<file path="src/rtl/core/ebs_pkg.sv">
package ebs_pkg;

	localparam int MAX_WORDS = 1048576;
	localparam int POS_W     = $clog2(MAX_WORDS) + 1;
	localparam int IDX_W     = 20;
	localparam int BYTES_W   = 23;
	localparam int BL_W      = 31;
	localparam int SEG_W     = 17;
	localparam int CB_W      = 36;
	localparam int ADDR_W    = 4;
	localparam int QDEPTH    = 4;
	localparam int QPTR_W    = $clog2(QDEPTH);
	localparam int QCNT_W    = QPTR_W + 1;

	localparam logic [POS_W-1:0]   MAX_POS   = POS_W'(MAX_WORDS);
	localparam logic [BYTES_W-1:0] MAX_BYTES = BYTES_W'(4 * MAX_WORDS);

	localparam logic [1:0] ST_PRIM = 2'd0;
	localparam logic [1:0] ST_COMP = 2'd1;
	localparam logic [1:0] ST_NONE = 2'd2;
	localparam logic [1:0] ST_BAD  = 2'd3;

	localparam logic [2:0] PH_LEN = 3'd0;
	localparam logic [2:0] PH_HDR = 3'd1;
	localparam logic [2:0] PH_TAG = 3'd2;
	localparam logic [2:0] PH_SEG = 3'd3;
	localparam logic [2:0] PH_PAD = 3'd4;

	localparam logic [5:0] TY_BANK_A = 6'h0e;
	localparam logic [5:0] TY_BANK_B = 6'h10;
	localparam logic [5:0] TY_COMP   = 6'h0f;

	localparam logic [1:0] REG_FRAG_TAG = 2'd0;
	localparam logic [1:0] REG_BANK_TAG = 2'd1;
	localparam logic [1:0] REG_BANK_NUM = 2'd2;

	typedef struct packed {
		logic [1:0]         status;
		logic [BYTES_W-1:0] bytes;
		logic [IDX_W-1:0]   idx;
	} result_t;

	function automatic logic [POS_W-1:0] clamp_pos(input logic [32:0] p);
		logic [POS_W-1:0] r;
		if (p > 33'(MAX_WORDS)) begin
			r = MAX_POS;
		end else begin
			r = p[POS_W-1:0];
		end
		return r;
	endfunction

endpackage

</file>
<file path="src/rtl/core/event_bank_search_unit.sv">
// Searches one event buffer, one 32-bit word per beat, for a data bank with a given tag and
// number inside a fragment bank with a given tag, and gives exactly one result beat per event
// (found primitive, found composite, not found or malformed) on the word that decides it.
// An input beat is accepted whenever s_tready is high; a word is registered, parsed against
// the header state in the next cycle, and its result is pushed into the output queue.
// Results wait in a four-entry output queue; s_tready drops only while that queue, counting
// the word in flight, is full. Words after the decision are skipped up to tlast. Registers:
// fragment_tag at 0x0, bank_tag at 0x4, bank_number at 0x8; write them between events.
module event_bank_search_unit
	import ebs_pkg::*;
(
	input  logic               clk,
	input  logic               arst_n,
	input  logic               s_tvalid,
	output logic               s_tready,
	input  logic [31:0]        s_tdata,   // data_word
	input  logic               s_tlast,   // last_word
	output logic               m_tvalid,
	input  logic               m_tready,
	output logic [47:0]        m_tdata,   // data_index[19:0], byte_count[42:20], zero fill
	output logic [1:0]         m_tuser,   // search_status
	input  logic               psel,
	input  logic               penable,
	input  logic               pwrite,
	input  logic [ADDR_W-1:0]  paddr,
	input  logic [31:0]        pwdata,
	output logic [31:0]        prdata,
	output logic               pready
);

	logic [15:0] frag_tag_q;
	logic [15:0] bank_tag_q;
	logic [7:0]  bank_num_q;

	logic        valid_s1;
	logic [31:0] word_s1;
	logic        last_s1;

	logic [POS_W-1:0] pos_q, pos_d;
	logic [POS_W-1:0] end_q, end_d;
	logic [POS_W-1:0] nhp_q, nhp_d;
	logic [BL_W-1:0]  bl_q, bl_d;
	logic [SEG_W-1:0] seg_q, seg_d;
	logic             rf_q, rf_d;
	logic [2:0]       phase_q, phase_d;
	logic             done_q, done_d;

	logic               give;
	logic [1:0]         res_st;
	logic [IDX_W-1:0]   res_idx;
	logic [BYTES_W-1:0] res_bytes;

	logic [15:0]        w_tag;
	logic [5:0]         w_type;
	logic [7:0]         w_num;
	logic               len_bad;
	logic [POS_W-1:0]   end_new;
	logic [POS_W-1:0]   pos_p1;
	logic               idx_bad;
	logic [POS_W-1:0]   nhp_plus2;
	logic [POS_W-1:0]   nhp_skip;
	logic [SEG_W-1:0]   seg_new;
	logic [POS_W-1:0]   nhp_seg;
	logic [BL_W-1:0]    bm1;
	logic [BYTES_W-1:0] prim_bytes;
	logic signed [CB_W-1:0] cw;
	logic signed [CB_W-1:0] cb;
	logic [BYTES_W-1:0] comp_bytes;

	result_t             q_mem [QDEPTH];
	logic [QPTR_W-1:0]   head_q, tail_q;
	logic [QCNT_W-1:0]   cnt_q;
	logic                push, pop;
	result_t             head_res;

	logic cfg_we;

	assign pready = 1'b1;
	assign cfg_we = psel & penable & pwrite & pready;

	always_ff @(posedge clk or negedge arst_n) begin
		if (!arst_n) begin
			frag_tag_q <= '0;
			bank_tag_q <= '0;
			bank_num_q <= '0;
		end else if (cfg_we) begin
			unique case (paddr[3:2])
				REG_FRAG_TAG: frag_tag_q <= pwdata[15:0];
				REG_BANK_TAG: bank_tag_q <= pwdata[15:0];
				REG_BANK_NUM: bank_num_q <= pwdata[7:0];
				default: ;
			endcase
		end
	end

	always_comb begin
		unique case (paddr[3:2])
			REG_FRAG_TAG: prdata = {16'd0, frag_tag_q};
			REG_BANK_TAG: prdata = {16'd0, bank_tag_q};
			REG_BANK_NUM: prdata = {24'd0, bank_num_q};
			default:      prdata = '0;
		endcase
	end

	// input stage
	always_ff @(posedge clk or negedge arst_n) begin
		if (!arst_n) begin
			valid_s1 <= 1'b0;
		end else begin
			valid_s1 <= s_tvalid & s_tready;
		end
	end

	always_ff @(posedge clk) begin
		if (s_tvalid && s_tready) begin
			word_s1 <= s_tdata;
			last_s1 <= s_tlast;
		end
	end

	assign w_tag     = word_s1[31:16];
	assign w_type    = word_s1[13:8];
	assign w_num     = word_s1[7:0];
	assign len_bad   = word_s1 >= 32'(MAX_WORDS);
	assign end_new   = POS_W'(word_s1) + POS_W'(1);
	assign pos_p1    = pos_q + POS_W'(1);
	assign idx_bad   = pos_p1 >= MAX_POS;
	assign nhp_plus2 = clamp_pos(33'(nhp_q) + 33'd2);
	assign nhp_skip  = clamp_pos(33'(nhp_q) + 33'(bl_q) + 33'd1);
	assign seg_new   = SEG_W'(word_s1[15:0]) + SEG_W'(1);
	assign nhp_seg   = clamp_pos(33'(pos_q) + 33'(seg_new) + 33'd1);
	assign bm1       = bl_q - BL_W'(1);
	assign prim_bytes = (bm1 > BL_W'(MAX_WORDS)) ? MAX_BYTES : BYTES_W'({bm1, 2'b00});
	assign cw = $signed(CB_W'(bl_q)) + $signed(CB_W'(1)) - $signed(CB_W'(seg_q))
		- $signed(CB_W'(4));
	assign cb = (cw <<< 2) - $signed(CB_W'(word_s1[15:14]));
	assign comp_bytes = (cb > $signed(CB_W'(4 * MAX_WORDS))) ? MAX_BYTES : cb[BYTES_W-1:0];

	always_comb begin
		phase_d   = phase_q;
		end_d     = end_q;
		nhp_d     = nhp_q;
		bl_d      = bl_q;
		seg_d     = seg_q;
		rf_d      = rf_q;
		done_d    = done_q;
		pos_d     = pos_q;
		give      = 1'b0;
		res_st    = ST_NONE;
		res_idx   = '0;
		res_bytes = '0;
		if (!done_q) begin
			if (pos_q >= MAX_POS) begin
				give   = 1'b1;
				res_st = ST_BAD;
			end else begin
				unique case (phase_q)
					PH_LEN: begin
						if (len_bad) begin
							give   = 1'b1;
							res_st = ST_BAD;
						end else begin
							end_d = end_new;
							nhp_d = POS_W'(2);
							if (POS_W'(2) >= end_new) begin
								give = 1'b1;
							end else begin
								phase_d = PH_HDR;
							end
						end
					end
					PH_HDR: begin
						if (pos_q == nhp_q) begin
							bl_d = word_s1[BL_W-1:0];
							if (word_s1 == 32'd0 || word_s1[31]) begin
								give   = 1'b1;
								res_st = ST_BAD;
							end else begin
								phase_d = PH_TAG;
							end
						end
					end
					PH_TAG: begin
						if (w_type == TY_BANK_A || w_type == TY_BANK_B) begin
							rf_d  = (w_tag == frag_tag_q);
							nhp_d = nhp_plus2;
							if (nhp_plus2 >= end_q) begin
								give = 1'b1;
							end else begin
								phase_d = PH_HDR;
							end
						end else if (rf_q && w_tag == bank_tag_q && w_num == bank_num_q) begin
							if (w_type != TY_COMP) begin
								give = 1'b1;
								if (idx_bad) begin
									res_st = ST_BAD;
								end else begin
									res_st    = ST_PRIM;
									res_idx   = pos_p1[IDX_W-1:0];
									res_bytes = prim_bytes;
								end
							end else begin
								nhp_d   = pos_p1;
								phase_d = PH_SEG;
							end
						end else begin
							nhp_d = nhp_skip;
							if (nhp_skip >= end_q) begin
								give = 1'b1;
							end else begin
								phase_d = PH_HDR;
							end
						end
					end
					PH_SEG: begin
						if (pos_q == nhp_q) begin
							seg_d   = seg_new;
							nhp_d   = nhp_seg;
							phase_d = PH_PAD;
						end
					end
					PH_PAD: begin
						if (pos_q == nhp_q) begin
							give = 1'b1;
							if (cb[CB_W-1] || idx_bad) begin
								res_st = ST_BAD;
							end else begin
								res_st    = ST_COMP;
								res_idx   = pos_p1[IDX_W-1:0];
								res_bytes = comp_bytes;
							end
						end
					end
					default: phase_d = PH_LEN;
				endcase
			end
			if (!give && last_s1) begin
				give   = 1'b1;
				res_st = ST_BAD;
			end
		end
		if (give) begin
			done_d = 1'b1;
		end
		if (pos_q < MAX_POS) begin
			pos_d = pos_p1;
		end
		if (last_s1) begin
			pos_d   = '0;
			end_d   = '0;
			nhp_d   = POS_W'(2);
			bl_d    = '0;
			seg_d   = '0;
			rf_d    = 1'b0;
			phase_d = PH_LEN;
			done_d  = 1'b0;
		end
	end

	always_ff @(posedge clk or negedge arst_n) begin
		if (!arst_n) begin
			pos_q   <= '0;
			end_q   <= '0;
			nhp_q   <= POS_W'(2);
			bl_q    <= '0;
			seg_q   <= '0;
			rf_q    <= 1'b0;
			phase_q <= PH_LEN;
			done_q  <= 1'b0;
		end else if (valid_s1) begin
			pos_q   <= pos_d;
			end_q   <= end_d;
			nhp_q   <= nhp_d;
			bl_q    <= bl_d;
			seg_q   <= seg_d;
			rf_q    <= rf_d;
			phase_q <= phase_d;
			done_q  <= done_d;
		end
	end

	// result queue
	assign push     = valid_s1 & give;
	assign pop      = m_tvalid & m_tready;
	assign s_tready = (cnt_q + QCNT_W'(valid_s1)) < QCNT_W'(QDEPTH);
	assign m_tvalid = cnt_q != '0;
	assign head_res = q_mem[head_q];
	assign m_tdata  = {5'd0, head_res.bytes, head_res.idx};
	assign m_tuser  = head_res.status;

	always_ff @(posedge clk) begin
		if (push) begin
			q_mem[tail_q] <= '{status: res_st, bytes: res_bytes, idx: res_idx};
		end
	end

	always_ff @(posedge clk or negedge arst_n) begin
		if (!arst_n) begin
			head_q <= '0;
			tail_q <= '0;
			cnt_q  <= '0;
		end else begin
			if (push) begin
				tail_q <= tail_q + QPTR_W'(1);
			end
			if (pop) begin
				head_q <= head_q + QPTR_W'(1);
			end
			if (push && !pop) begin
				cnt_q <= cnt_q + QCNT_W'(1);
			end else if (pop && !push) begin
				cnt_q <= cnt_q - QCNT_W'(1);
			end
		end
	end

	a_no_overflow: assert property (@(posedge clk) disable iff (!arst_n)
		(push && !pop) |-> (cnt_q < QCNT_W'(QDEPTH)))
		else $error("result queue overflow");

	a_one_per_event: assert property (@(posedge clk) disable iff (!arst_n)
		(push && !last_s1) |=> (done_q && !push))
		else $error("second result within one event");

	a_pos_range: assert property (@(posedge clk) disable iff (!arst_n)
		(pos_q <= MAX_POS) && (nhp_q <= MAX_POS) && (end_q <= MAX_POS))
		else $error("position state out of range");

	a_found_has_data: assert property (@(posedge clk) disable iff (!arst_n)
		(push && (res_st == ST_NONE || res_st == ST_BAD)) |-> (res_idx == '0 && res_bytes == '0))
		else $error("empty result carries data");

endmodule

</file>
<file path="config.mk">
export PLATFORM = sky130hd
export DESIGN_NAME = event_bank_search_unit
export DESIGN_NICKNAME = d
export VERILOG_FILES = /design/src/rtl/core/ebs_pkg.sv /design/src/rtl/core/event_bank_search_unit.sv
export SDC_FILE = /design/constraint.sdc
export NUM_CORES = 1
export LEC_CHECK = 0
export ABC_AREA = 1
export BUFFER_PORTS_ARGS = -buffer_cell sky130_fd_sc_hd__buf_2
export CORE_ASPECT_RATIO = 1.75
export CORE_MARGIN = 8
export CORE_UTILIZATION = 45
export DETAILED_ROUTE_END_ITERATION = 16
export GPL_TIMING_DRIVEN = 1
export SYNTH_ARGS = -nofsm -noshare
export SYNTH_HDL_FRONTEND = slang
export SYNTH_SLANG_ARGS = --single-unit
</file>
<file path="constraint.sdc">
create_clock -name clk -period 7.3 [get_ports clk]
set_input_delay 0.73 -clock clk [delete_from_list [all_inputs] [get_ports clk]]
set_output_delay 0.73 -clock clk [all_outputs]
set_load 0.1 [all_outputs]
</file>
# Word level (Yosys, flattened, before mapping)
# Memory sizes are Yosys's and may differ from the RTL's.
# Index checks and enable logic that the tools add are counted.
# classes
addsub	18
n_lt_le_gt_ge	13
n_eq_ne	25
mux	103
n_bitwise	5
reduce_logical	37
# ops
cell	n
two-way mux 21 bit	18
two-way mux 23 bit	10
two-way mux 20 bit	8
two-way mux 31 bit	5
two-way mux 17 bit	5
case mux 21 bit (3 select lines)	1
case mux 16 bit (3 select lines)	1
case mux 23 bit (2 select lines)	1
two-way mux 3 bit	15
adder 21 x 1 -> 21 bit (second input constant)	2
>= comparator 21 bit	2
>= comparator 21 bit (second input constant)	2
case mux 20 bit (2 select lines)	1
> comparator 36 x 24 -> 1 bit (second input constant)	1
subtractor 36 x 3 -> 36 bit	1
subtractor 33 x 4 -> 34 bit (second input constant)	1
adder 32 x 1 -> 33 bit (second input constant)	1
> comparator 33 x 21 -> 1 bit (second input constant)	1
subtractor 32 x 17 -> 33 bit	1
adder 21 x 31 -> 32 bit	1
adder 31 x 1 -> 32 bit (second input constant)	1
equality test 16 bit	2
>= comparator 32 x 21 -> 1 bit (second input constant)	1
logical NOT 32 bit	1
other kinds (47)	118
# totals
ff_bits	197
ramBits	180
in_bits	76
out_inout_bits	85
n_memories	1
# memory_table
name	words	width	rd	rd_clocked_by_memory_dff	write_ports	line	rtl
q_mem	4	45	1	0	1	event_bank_search_unit.sv:70	result_t q_mem [QDEPTH];

# Longest topological paths before layout
# Gate-level depths: netlist of run 1.
# logic_depth
ltp_word	20
ltp_mapped	47
depth_no_buf	46

# Least setup slack after synthesis of run 1
# Ideal clock, no wire load.
# synth_path
path_kind	register to register
from	register bl_q[0]
to	memory q_mem[0][0] (netlist name), enable pin
t_arrival_ns	6.216
path_slack_ns	0.636
stages_incl_launch_ff	41
n_path_buf	1
cell_sequence	dfrtp_1 inv_1 ha_1 inv_1 fa_1 nand3_1 or2_2 nand3_1 nand4_1 o211ai_1 and3_1 or2_2 nand2_1 nor2_1 nand2_1 nor2_1 nand3_1 nand2_1 [5 not listed] o21ai_0 a21o_1 a21oi_1 o2111ai_1 nand2_1 nand2_1 nand2_1 nand2_1 nand2_1 nand3_1 nand2_1 nand2_1 nand2_1 nand3_1 inv_1 nand2_1 nand3_2 nor2_1
# synth_via
elab_chain_cells	18
# synth_lines
element	line	rtl
from (decl)	event_bank_search_unit.sv:42	logic [BL_W-1:0] bl_q, bl_d;
from (signal assigned)	event_bank_search_unit.sv:274	bl_q <= bl_d;
adder 21 x 31 -> 32 bit *	event_bank_search_unit.sv:129	assign nhp_skip = clamp_pos(33'(nhp_q) + 33'(bl_q) + 33'd1);
adder 32 x 1 -> 33 bit *	event_bank_search_unit.sv:129	
> comparator 33 x 21 -> 1 bit	ebs_pkg.sv:45	if (p > 33'(MAX_WORDS)) begin
two-way mux 21 bit *	ebs_pkg.sv:45	
>= comparator 21 bit *	event_bank_search_unit.sv:208	if (nhp_skip >= end_q) begin
two-way mux 1 bit *	event_bank_search_unit.sv:208	
two-way mux 1 bit *	event_bank_search_unit.sv:192	end else if (rf_q && w_tag == bank_tag_q && w_num == bank_num_q) begin
two-way mux 1 bit *	event_bank_search_unit.sv:184	if (w_type == TY_BANK_A || w_type == TY_BANK_B) begin
[2 not listed]	n/a	
two-way mux 1 bit *	event_bank_search_unit.sv:152	if (!done_q) begin
logical NOT 1 bit	event_bank_search_unit.sv:237	if (!give && last_s1) begin
logical AND 1 bit	event_bank_search_unit.sv:237	
two-way mux 1 bit *	event_bank_search_unit.sv:237	
two-way mux 1 bit *	event_bank_search_unit.sv:152	
AND 1 bit *	event_bank_search_unit.sv:283	assign push = valid_s1 & give;
two-way mux 1 bit *	event_bank_search_unit.sv:292	if (push) begin
two-way mux 1 bit (not written as such) *	event_bank_search_unit.sv:293	q_mem[tail_q] <= '{status: res_st, bytes: res_bytes, idx: res_idx};
to (decl)	event_bank_search_unit.sv:70	
# Every way passes the cells marked *; elsewhere a longest branch is shown, timed or not. The select of a mux whose other input is x is not followed.

# Worst setup path in the final report of run 1
# layout_path
from	register nhp_q[3]
to	register cnt_q[1]
# layout_via
elab_chain_cells	19
word_cells_on_any_way	29
# layout_lines
element	line	rtl
from (decl)	event_bank_search_unit.sv:41	logic [POS_W-1:0] nhp_q, nhp_d;
from (signal assigned)	event_bank_search_unit.sv:273	nhp_q <= nhp_d;
adder 21 x 31 -> 32 bit	event_bank_search_unit.sv:129	
adder 32 x 1 -> 33 bit	event_bank_search_unit.sv:129	
> comparator 33 x 21 -> 1 bit	ebs_pkg.sv:45	
two-way mux 21 bit	ebs_pkg.sv:45	
>= comparator 21 bit	event_bank_search_unit.sv:208	
two-way mux 1 bit	event_bank_search_unit.sv:208	
two-way mux 1 bit	event_bank_search_unit.sv:192	
two-way mux 1 bit	event_bank_search_unit.sv:184	
[4 not listed]	n/a	
logical AND 1 bit	event_bank_search_unit.sv:237	
two-way mux 1 bit *	event_bank_search_unit.sv:237	
two-way mux 1 bit *	event_bank_search_unit.sv:152	
AND 1 bit *	event_bank_search_unit.sv:283	
named net push	event_bank_search_unit.sv:73	logic push, pop;
logical NOT 1 bit	event_bank_search_unit.sv:311	end else if (pop && !push) begin
logical AND 1 bit	event_bank_search_unit.sv:311	
nonzero test 2 bit (no line)	n/a	
to (signal assigned)	event_bank_search_unit.sv:310	cnt_q <= cnt_q + QCNT_W'(1);
to (signal assigned)	event_bank_search_unit.sv:312	cnt_q <= cnt_q - QCNT_W'(1);
to (decl)	event_bank_search_unit.sv:72	logic [QCNT_W-1:0] cnt_q;
# Mark *: on every way through the listed nets, which the timed path passes. The rest lies on a longest branch. The select of a mux whose other input is x is not followed.
# A chain may end at the register's enable or synchronous reset.

==> results of run 1 <==
-- routing by layer --
layer / global-route usage, % / wire (um) / share of wire, %
met5: 0 / 0 / 0
met3: 3.55 / 4710 / 4.7
met2: 50.7 / 50100 / 50
met4: 22.6 / 9160 / 9.2
met1: 28.6 / 35400 / 36
-- final cells by class --
type,instances,area [um^2]
diodes,1,2.50
clock buffers,45,998
clock inverters,25,403
fillers,6219,30400
inverters,488,1830
multi-input cells,2778,15100
flip-flops and latches,377,10500
well taps,793,992
repair buffers,162,947
-- metrics by stage --
stage / utilization, % / setup slack, ns / hold WS, ns
after floorplan: - / 0.636 / 0.434
after global placement: 47.9 / 0.531 / 0.467
after detailed placement: 47.9 / 0.496 / 0.473
after CTS: 50.2 / 0.464 / 0.195
after global routing: 50.3 / 0.0868 / 0.223
final: 50.3 / 0.659 / 0.177
-- Yosys cell counts (all sizes together), types with 22 or more instances --
cell / count
a21oi: 97
buf: 31
clkbuf: 73
dfrtp: 163
edfxtp: 213
ha: 169
inv: 483
nand2: 960
nand3: 263
nand4: 75
nor2: 473
nor3: 32
nor4: 31
o21ai: 291
o21bai: 22
o22ai: 91
xnor2: 24
xor2: 120
-- repair_timing --
action                                  CTS  global route
resized for setup                         0             5
endpoints found under the setup margin    0           182
hold endpoints to repair                  0             0
setup buffers                             0             5
-- worst min-delay path by stage --
| stage | from | end | slack [ns] | cells after the start |
|---|---|---|---|---|
| 6_report | arst_n | frag_tag_q[4] | 0.18 | 1 |
| 5_1_grt | arst_n | frag_tag_q[3] | 0.22 | 1 |
| 4_1_cts | arst_n | frag_tag_q[0] | 0.20 | 1 |
| 3_5_place_dp | bank_tag_q[12] | bank_tag_q[12] | 0.47 | 2 |
| 3_3_place_gp | end_q[13] | end_q[13] | 0.47 | 2 |
| 2_1_floorplan | arst_n | bank_num_q[0] | 0.43 | 0 |
-- cell families (layout without fill, tap and decap cells) --
group / after synthesis / in the layout / synth area share [%]
mux: 1 / 1 / 0.0405
fa+ha+maj: 173 / 173 / 7.90
flops: 377 / 377 / 37.8
compound gates: 556 / 556 / 11.3
xor+xnor: 144 / 144 / 4.57
simple gates: 1882 / 1882 / 29.9
other cells: 2 / 23 / 0.0270
buf+inv: 592 / 720 / 8.43
-- sequential cells by signal (all words and copies together) (netlist names) --
signal      count
end_q          21
q_mem         180
seg_q          17
pos_q          21
cnt_q           3
last_s1         1
frag_tag_q     16
tail_q          2
valid_s1        1
rf_q            1
bank_tag_q     16
phase_q         3
nhp_q          21
done_q          1
bl_q           31
bank_num_q      8
word_s1        32
head_q          2
==> results_dict.tcl, run 1 <==
set metrics [dict create \
    outcome "complete, no violations" \
    cts_htree_levels 2 \
    endpoint "cnt_q[1]" \
    io_buffer_count 120 \
    synth.distinct_cells 63 \
    critPathLaunchType "flop" \
    hold_path.class "primary input to asynchronous set/reset pin" \
    cts_root_buf "sky130_fd_sc_hd__clkbuf_16" \
    maxCapViolCount 0 \
    fin_tns_setup_ns 0 \
    ant_nets 0 \
    post-synth-top-area-cell "sky130_fd_sc_hd__edfxtp_1" \
    min_period_over_period_pct 91.0 \
    layout_cells_sized_above_1_pct 9.91 \
    hold_viol_final 0 \
    cp-startpoint "nhp_q[3]" \
    report.final.slew_viol_count 0 \
    synth.area.top_cells "sky130_fd_sc_hd__edfxtp_1, sky130_fd_sc_hd__dfrtp_1, sky130_fd_sc_hd__nand2_1" \
    placed_cell_area_um2 29300 \
    grt_antenna_before_repair 1 \
    wire_length_of_the_first_global_routing_pass_um 150000 \
    cp.depth 37 \
    regToRegSetupSlack_ns 0.66 \
    crit_path_most_repeated_cell "sky130_fd_sc_hd__nor2_1" \
    gr_ovfl_total 0 \
    synth.avg_cell_area_um2 7.45 \
    globalplace.congestion 1.02 \
    cp_max_delay_cell "sky130_fd_sc_hd__dfrtp_1" \
    yosys_register_bits 377 \
    r2r-start "nhp_q[3]" \
    setup.worst_path.class "flop to flop" \
    wl_um 99400 \
    dr_total_vias 25925 \
    detail_route.drc_violations 0 \
    die_w_um 204 \
    max-slew-margin-rel_pct 25.6 \
    grt_start_max_net_pins 92 \
    timing.clock.skew_ns 0.0227 \
    detail_route.first_pass.iterations 6 \
    finalSetupViolCount 0 \
    synth_seq_area_share_pct 37.8 \
    clkTransAtPathRegs_ns 0.07 \
    worstMarginPinSlew_ns 1.11 \
    worstPathMaxFanout 15 \
    postSynth.asyncResetShare_pct 43.5 \
    cts-buffers-inserted 38 \
    post_synthesis_to_final_layout_area_growth_pct 10.7 \
    finish.net_count 4094 \
    finalInstanceArea_um2 30800 \
    die_y_um 345 \
    synthDominantCellAreaShare_pct 23.0 \
    final_cell_mix "sky130_fd_sc_hd__nand2_1, sky130_fd_sc_hd__inv_1, sky130_fd_sc_hd__nor2_1" \
    dpl.cell_count 4593 \
    dominantRegCellSynth "sky130_fd_sc_hd__edfxtp_1" \
    initial_drc_count 1525 \
    critPathBufInv 4 \
    yosys_warnings 0 \
    buffer_levels_on_the_longest_clock_path 3 \
    cell_area_after_technology_mapping_um2 27800 \
    synth_enable_flop_cells 213 \
    worst_path_largest_cell_delay_ns 0.59 \
    fin_cells 4669 \
    top_family_by_delay_on_critical_path "simple AND/OR/NAND/NOR gates" \
    endpoint_kind "flop" \
    post_cts_hold_buffer_count 0 \
    rsz0062_at_grt "false" \
    track_usage_pct 28.0 \
    route.detailed.vias_per_inst 5.55 \
    wire_per_inst_um 21.3 \
    layout.cells.most_common "sky130_fd_sc_hd__nand2_1" \
    detailed_place_hpwl_um 79600 \
    cts_tree "built" \
    worst_skew_pair.late_latency_ns 0.58 \
    coreArea_um2 61100 \
    dieArea_um2 70200 \
    cts_sinks 377 \
    std_cell_rows 120 \
    boundaryPins 161 \
    initial_standard_cell_utilization_of_the_core_pct 45.4 \
    first_global_vias 25690 \
    reg2reg_depth 37 \
    worst-endpoint-arrival_ns 7.10 \
    critical_path_required_ns 7.76 \
    synthCells 3727 \
    critical_path.reg2reg.endpoint "cnt_q[1]" \
    minimum_period_implied_by_the_final_worst_setup_slack_ns 6.64 \
    fmax_ghz 0.151 \
]
Power of run 1 is left out: the tool's default activity adds up to more than one toggle a clock period on the data nets, which glitch-free logic cannot reach.
==> run 2, diff against run 1 <==
--- a/config.mk
+++ b/config.mk
@@ -5,12 +5,12 @@
 export SDC_FILE = /design/constraint.sdc
 export NUM_CORES = 1
 export LEC_CHECK = 0
-export ABC_AREA = 1
 export BUFFER_PORTS_ARGS = -buffer_cell sky130_fd_sc_hd__buf_2
 export CORE_ASPECT_RATIO = 1.75
 export CORE_MARGIN = 8
 export CORE_UTILIZATION = 45
 export DETAILED_ROUTE_END_ITERATION = 16
+export GPL_ROUTABILITY_DRIVEN = 0
 export GPL_TIMING_DRIVEN = 1
 export SYNTH_ARGS = -nofsm -noshare
 export SYNTH_HDL_FRONTEND = slang
==> run 2 against run 1 <==
  * The run now ends with setup timing left
  * Final cell count is 20% lower
  * Hold slack got worse by 0.073 ns
  * Global-route usage is 1.5 points lower
  * Core utilization is 2.4 points higher
  * Die area fell by 4.8%
  * Sequential share of layout area grew 0.15 points
==> results_dict.tcl, run 2 <==
set metrics [dict create \
    outcome "finished with violations" \
    violations "setup timing" \
    netlist_top_cells_count "sky130_fd_sc_hd__nand2_1, sky130_fd_sc_hd__edfxtp_1, sky130_fd_sc_hd__nor2_1, sky130_fd_sc_hd__ha_1" \
    wl_um 91500 \
    reg_top3 "q_mem x180, word_s1 x32, bl_q x31" \
    boundaryPins 161 \
    synth_enable_flop_cells 213 \
    dr_total_vias 22583 \
    reg2reg_depth 37 \
    setup.worst_path.class "flop to flop" \
    worstMarginPinSlew_ns 1.25 \
    final.hold.worst_slack_ns 0.104 \
    synth.area.top_cells "sky130_fd_sc_hd__edfxtp_1, sky130_fd_sc_hd__dfrtp_1, sky130_fd_sc_hd__ha_1" \
    cell_area_after_technology_mapping_um2 26300 \
    yosys_register_bits 377 \
    wire_per_inst_um 24.6 \
    clkTransAtPathRegs_ns 0.07 \
    final_cell_mix "sky130_fd_sc_hd__nand2_1, sky130_fd_sc_hd__edfxtp_1, sky130_fd_sc_hd__nor2_1" \
    die_w_um 199 \
    wl_met1_um 33000 \
    synth.avg_cell_area_um2 9.73 \
    detail_route.drc_violations 0 \
    met2WireLength_um 45900 \
    synthDominantCellAreaShare_pct 24.3 \
    synthCells 2709 \
    post-synth-top-area-cell "sky130_fd_sc_hd__edfxtp_1" \
    ant_nets 0 \
    r2r-start "bl_q[0]" \
    multiInputGateArea_um2 15000 \
    minimum_period_implied_by_the_final_worst_setup_slack_ns 7.42 \
    maxCapViolCount 0 \
    dpl.cell_count 3614 \
    detailed_place_hpwl_um 69800 \
    leakagePower_uw 0.0121 \
    track_usage_pct 26.5 \
    largest_register_ffs 180 \
    std_cell_rows 117 \
    cts-buffers-inserted 37 \
    dieArea_um2 66900 \
    first_global_vias 22433 \
    report.final.slew_viol_count 0 \
    layout.filler_cells 5191 \
    worst-endpoint-arrival_ns 7.88 \
    synth_seq_area_share_pct 39.9 \
    initial_drc_count 1757 \
    hold_viol_final 0 \
    critPathLaunchType "flop" \
    fin_cells 3724 \
    dominantRegCellSynth "sky130_fd_sc_hd__edfxtp_1" \
    cts_htree_levels 2 \
    worstPathMaxFanout 4 \
    finalSetupViolCount 1 \
    io_buffer_count 120 \
    coreArea_um2 58100 \
    regMostFlops "q_mem" \
    rsz0062_at_grt "true" \
    route.detailed.vias_per_inst 6.06 \
    layout.cells.most_common "sky130_fd_sc_hd__nand2_1" \
    initial_standard_cell_utilization_of_the_core_pct 45.3 \
    synth.distinct_cells 95 \
    postSynth.asyncResetShare_pct 43.5 \
    hold_path.class "primary input to asynchronous set/reset pin" \
    ff_latch_area_um2 10500 \
    worst_skew_pair.late_latency_ns 0.57 \
    fmax_ghz 0.135 \
    post_cts_hold_buffer_count 0 \
    grt_antenna_before_repair 1 \
    cts_tree "built" \
    dp_worst_setup_slack_ns -0.447 \
    layout_cells_sized_above_1_pct 18.6 \
    cts_sinks 377 \
    regToRegSetupSlack_ns -0.12 \
    worst_path_largest_cell_delay_ns 0.42 \
    yosys_warnings 0 \
    cp-startpoint "bl_q[0]" \
    worst_ir_drop_vdd_v 0.000390 \
    total_met3_wirelength_after_detailed_routing_um 5290 \
    critical_path.reg2reg.endpoint "cnt_q[1]" \
    cp_max_delay_cell "sky130_fd_sc_hd__fa_2" \
    synthMostInstantiatedCell "sky130_fd_sc_hd__nand2_1" \
    die_y_um 336 \
    max-slew-margin-rel_pct 16.2 \
    critical_path_required_ns 7.75 \
    gr_ovfl_total 0 \
    finish.net_count 3171 \
    buffer_levels_on_the_longest_clock_path 3 \
    cts_root_buf "sky130_fd_sc_hd__clkbuf_16" \
    grt_start_max_net_pins 67 \
    min_period_over_period_pct 102 \
    cellPowerDensity_nw_per_um2 478 \
    top_signal_layer_used "met4" \
    final.setup.worst_slack_ns -0.124 \
    crit_path_most_repeated_cell "sky130_fd_sc_hd__o21a_1" \
    finish.utilization_pct 52.7 \
    post_synthesis_to_final_layout_area_growth_pct 16.2 \
    timing.clock.skew_ns 0.0405 \
    endpoint_kind "flop" \
    wire_length_of_the_first_global_routing_pass_um 135000 \
    detail_route.first_pass.iterations 6 \
    post-layout-total-power_uw 14600 \
]
run 2: logic make-up (layout without fill, tap and decap cells):
family / after synthesis / after routing / synth area share (%)
AND/OR/NAND/NOR: 936 / 937 / 18.0
AO/OA/AOI/OAI: 588 / 588 / 14.9
flip-flops: 377 / 377 / 39.9
buffers and inverters: 291 / 511 / 4.58
XOR/XNOR: 235 / 235 / 7.84
adder cells (fa/ha/maj): 173 / 173 / 8.33
multiplexers: 107 / 107 / 6.40
other: 2 / 23 / 0.0285
run 2: worst max-delay path: cells and delay by family, from the launching register on:
kind            cells  cell delay, ns
compound gates     18            3.31
flops               1            0.40
fa+ha+maj           5            1.35
xor+xnor            1            0.18
mux                 1            0.28
buf+inv             4            0.35
simple gates        8            1.44
run 2: repair_timing:
| action | in CTS | in global routing |
|---|---|---|
| cloned | 0 | 22 |
| buffers inserted | 6 | 14 |
| pin swaps | 10 | 29 |
| setup endpoints to repair | 183 | 249 |
| hold endpoints to repair | 0 | 0 |
| resized for setup | 13 | 49 |
run 2: worst max path at each step:
| stage | to | slack [ns] |
|---|---|---|
| 3_3_place_gp | cnt_q[1] | -0.28 |
| 6_report | cnt_q[1] | -0.12 |
| 3_5_place_dp | cnt_q[1] | -0.45 |
| 2_1_floorplan | cnt_q[1] | 0.02 |
| 4_1_cts | cnt_q[1] | 0.03 |
| 5_1_grt | cnt_q[1] | -0.46 |
run 2: per-stage QoR:
stage          cell area (um^2)  TNS [ns]
2_1_floorplan             26400         0
4_1_cts                   29900         0
5_1_grt                   30600    -50.23
6_report                  30600    -0.124
3_3_place_gp              28500    -10.02
3_5_place_dp              28500    -35.69
run 2: report_power, final:
group	internal (uW)	switching, uW	total, uW
Combinational	3280	6300	9580
Sequential	2610	453	3070
Clock	1120	878	2000
run 2: area by class of cell:
class,instances,share of cell area (%)
tap,773,3.16
clock inverter,19,0.768
antenna,1,0.00817
multi-input combinational,2062,48.9
timing repair buffer,310,7.92
inverter,134,1.64
clock buffer,48,3.36
sequential,377,34.3
run 2: layer usage:
metal / vias to the layer above / GRT usage (%)
met2: 927 / 46.3
met4: 0 / 18.1
li1: 10366 / -
met5: - / 0
met3: 303 / 4.41
met1: 10987 / 28.9
Power figures use the tool's default switching activity.
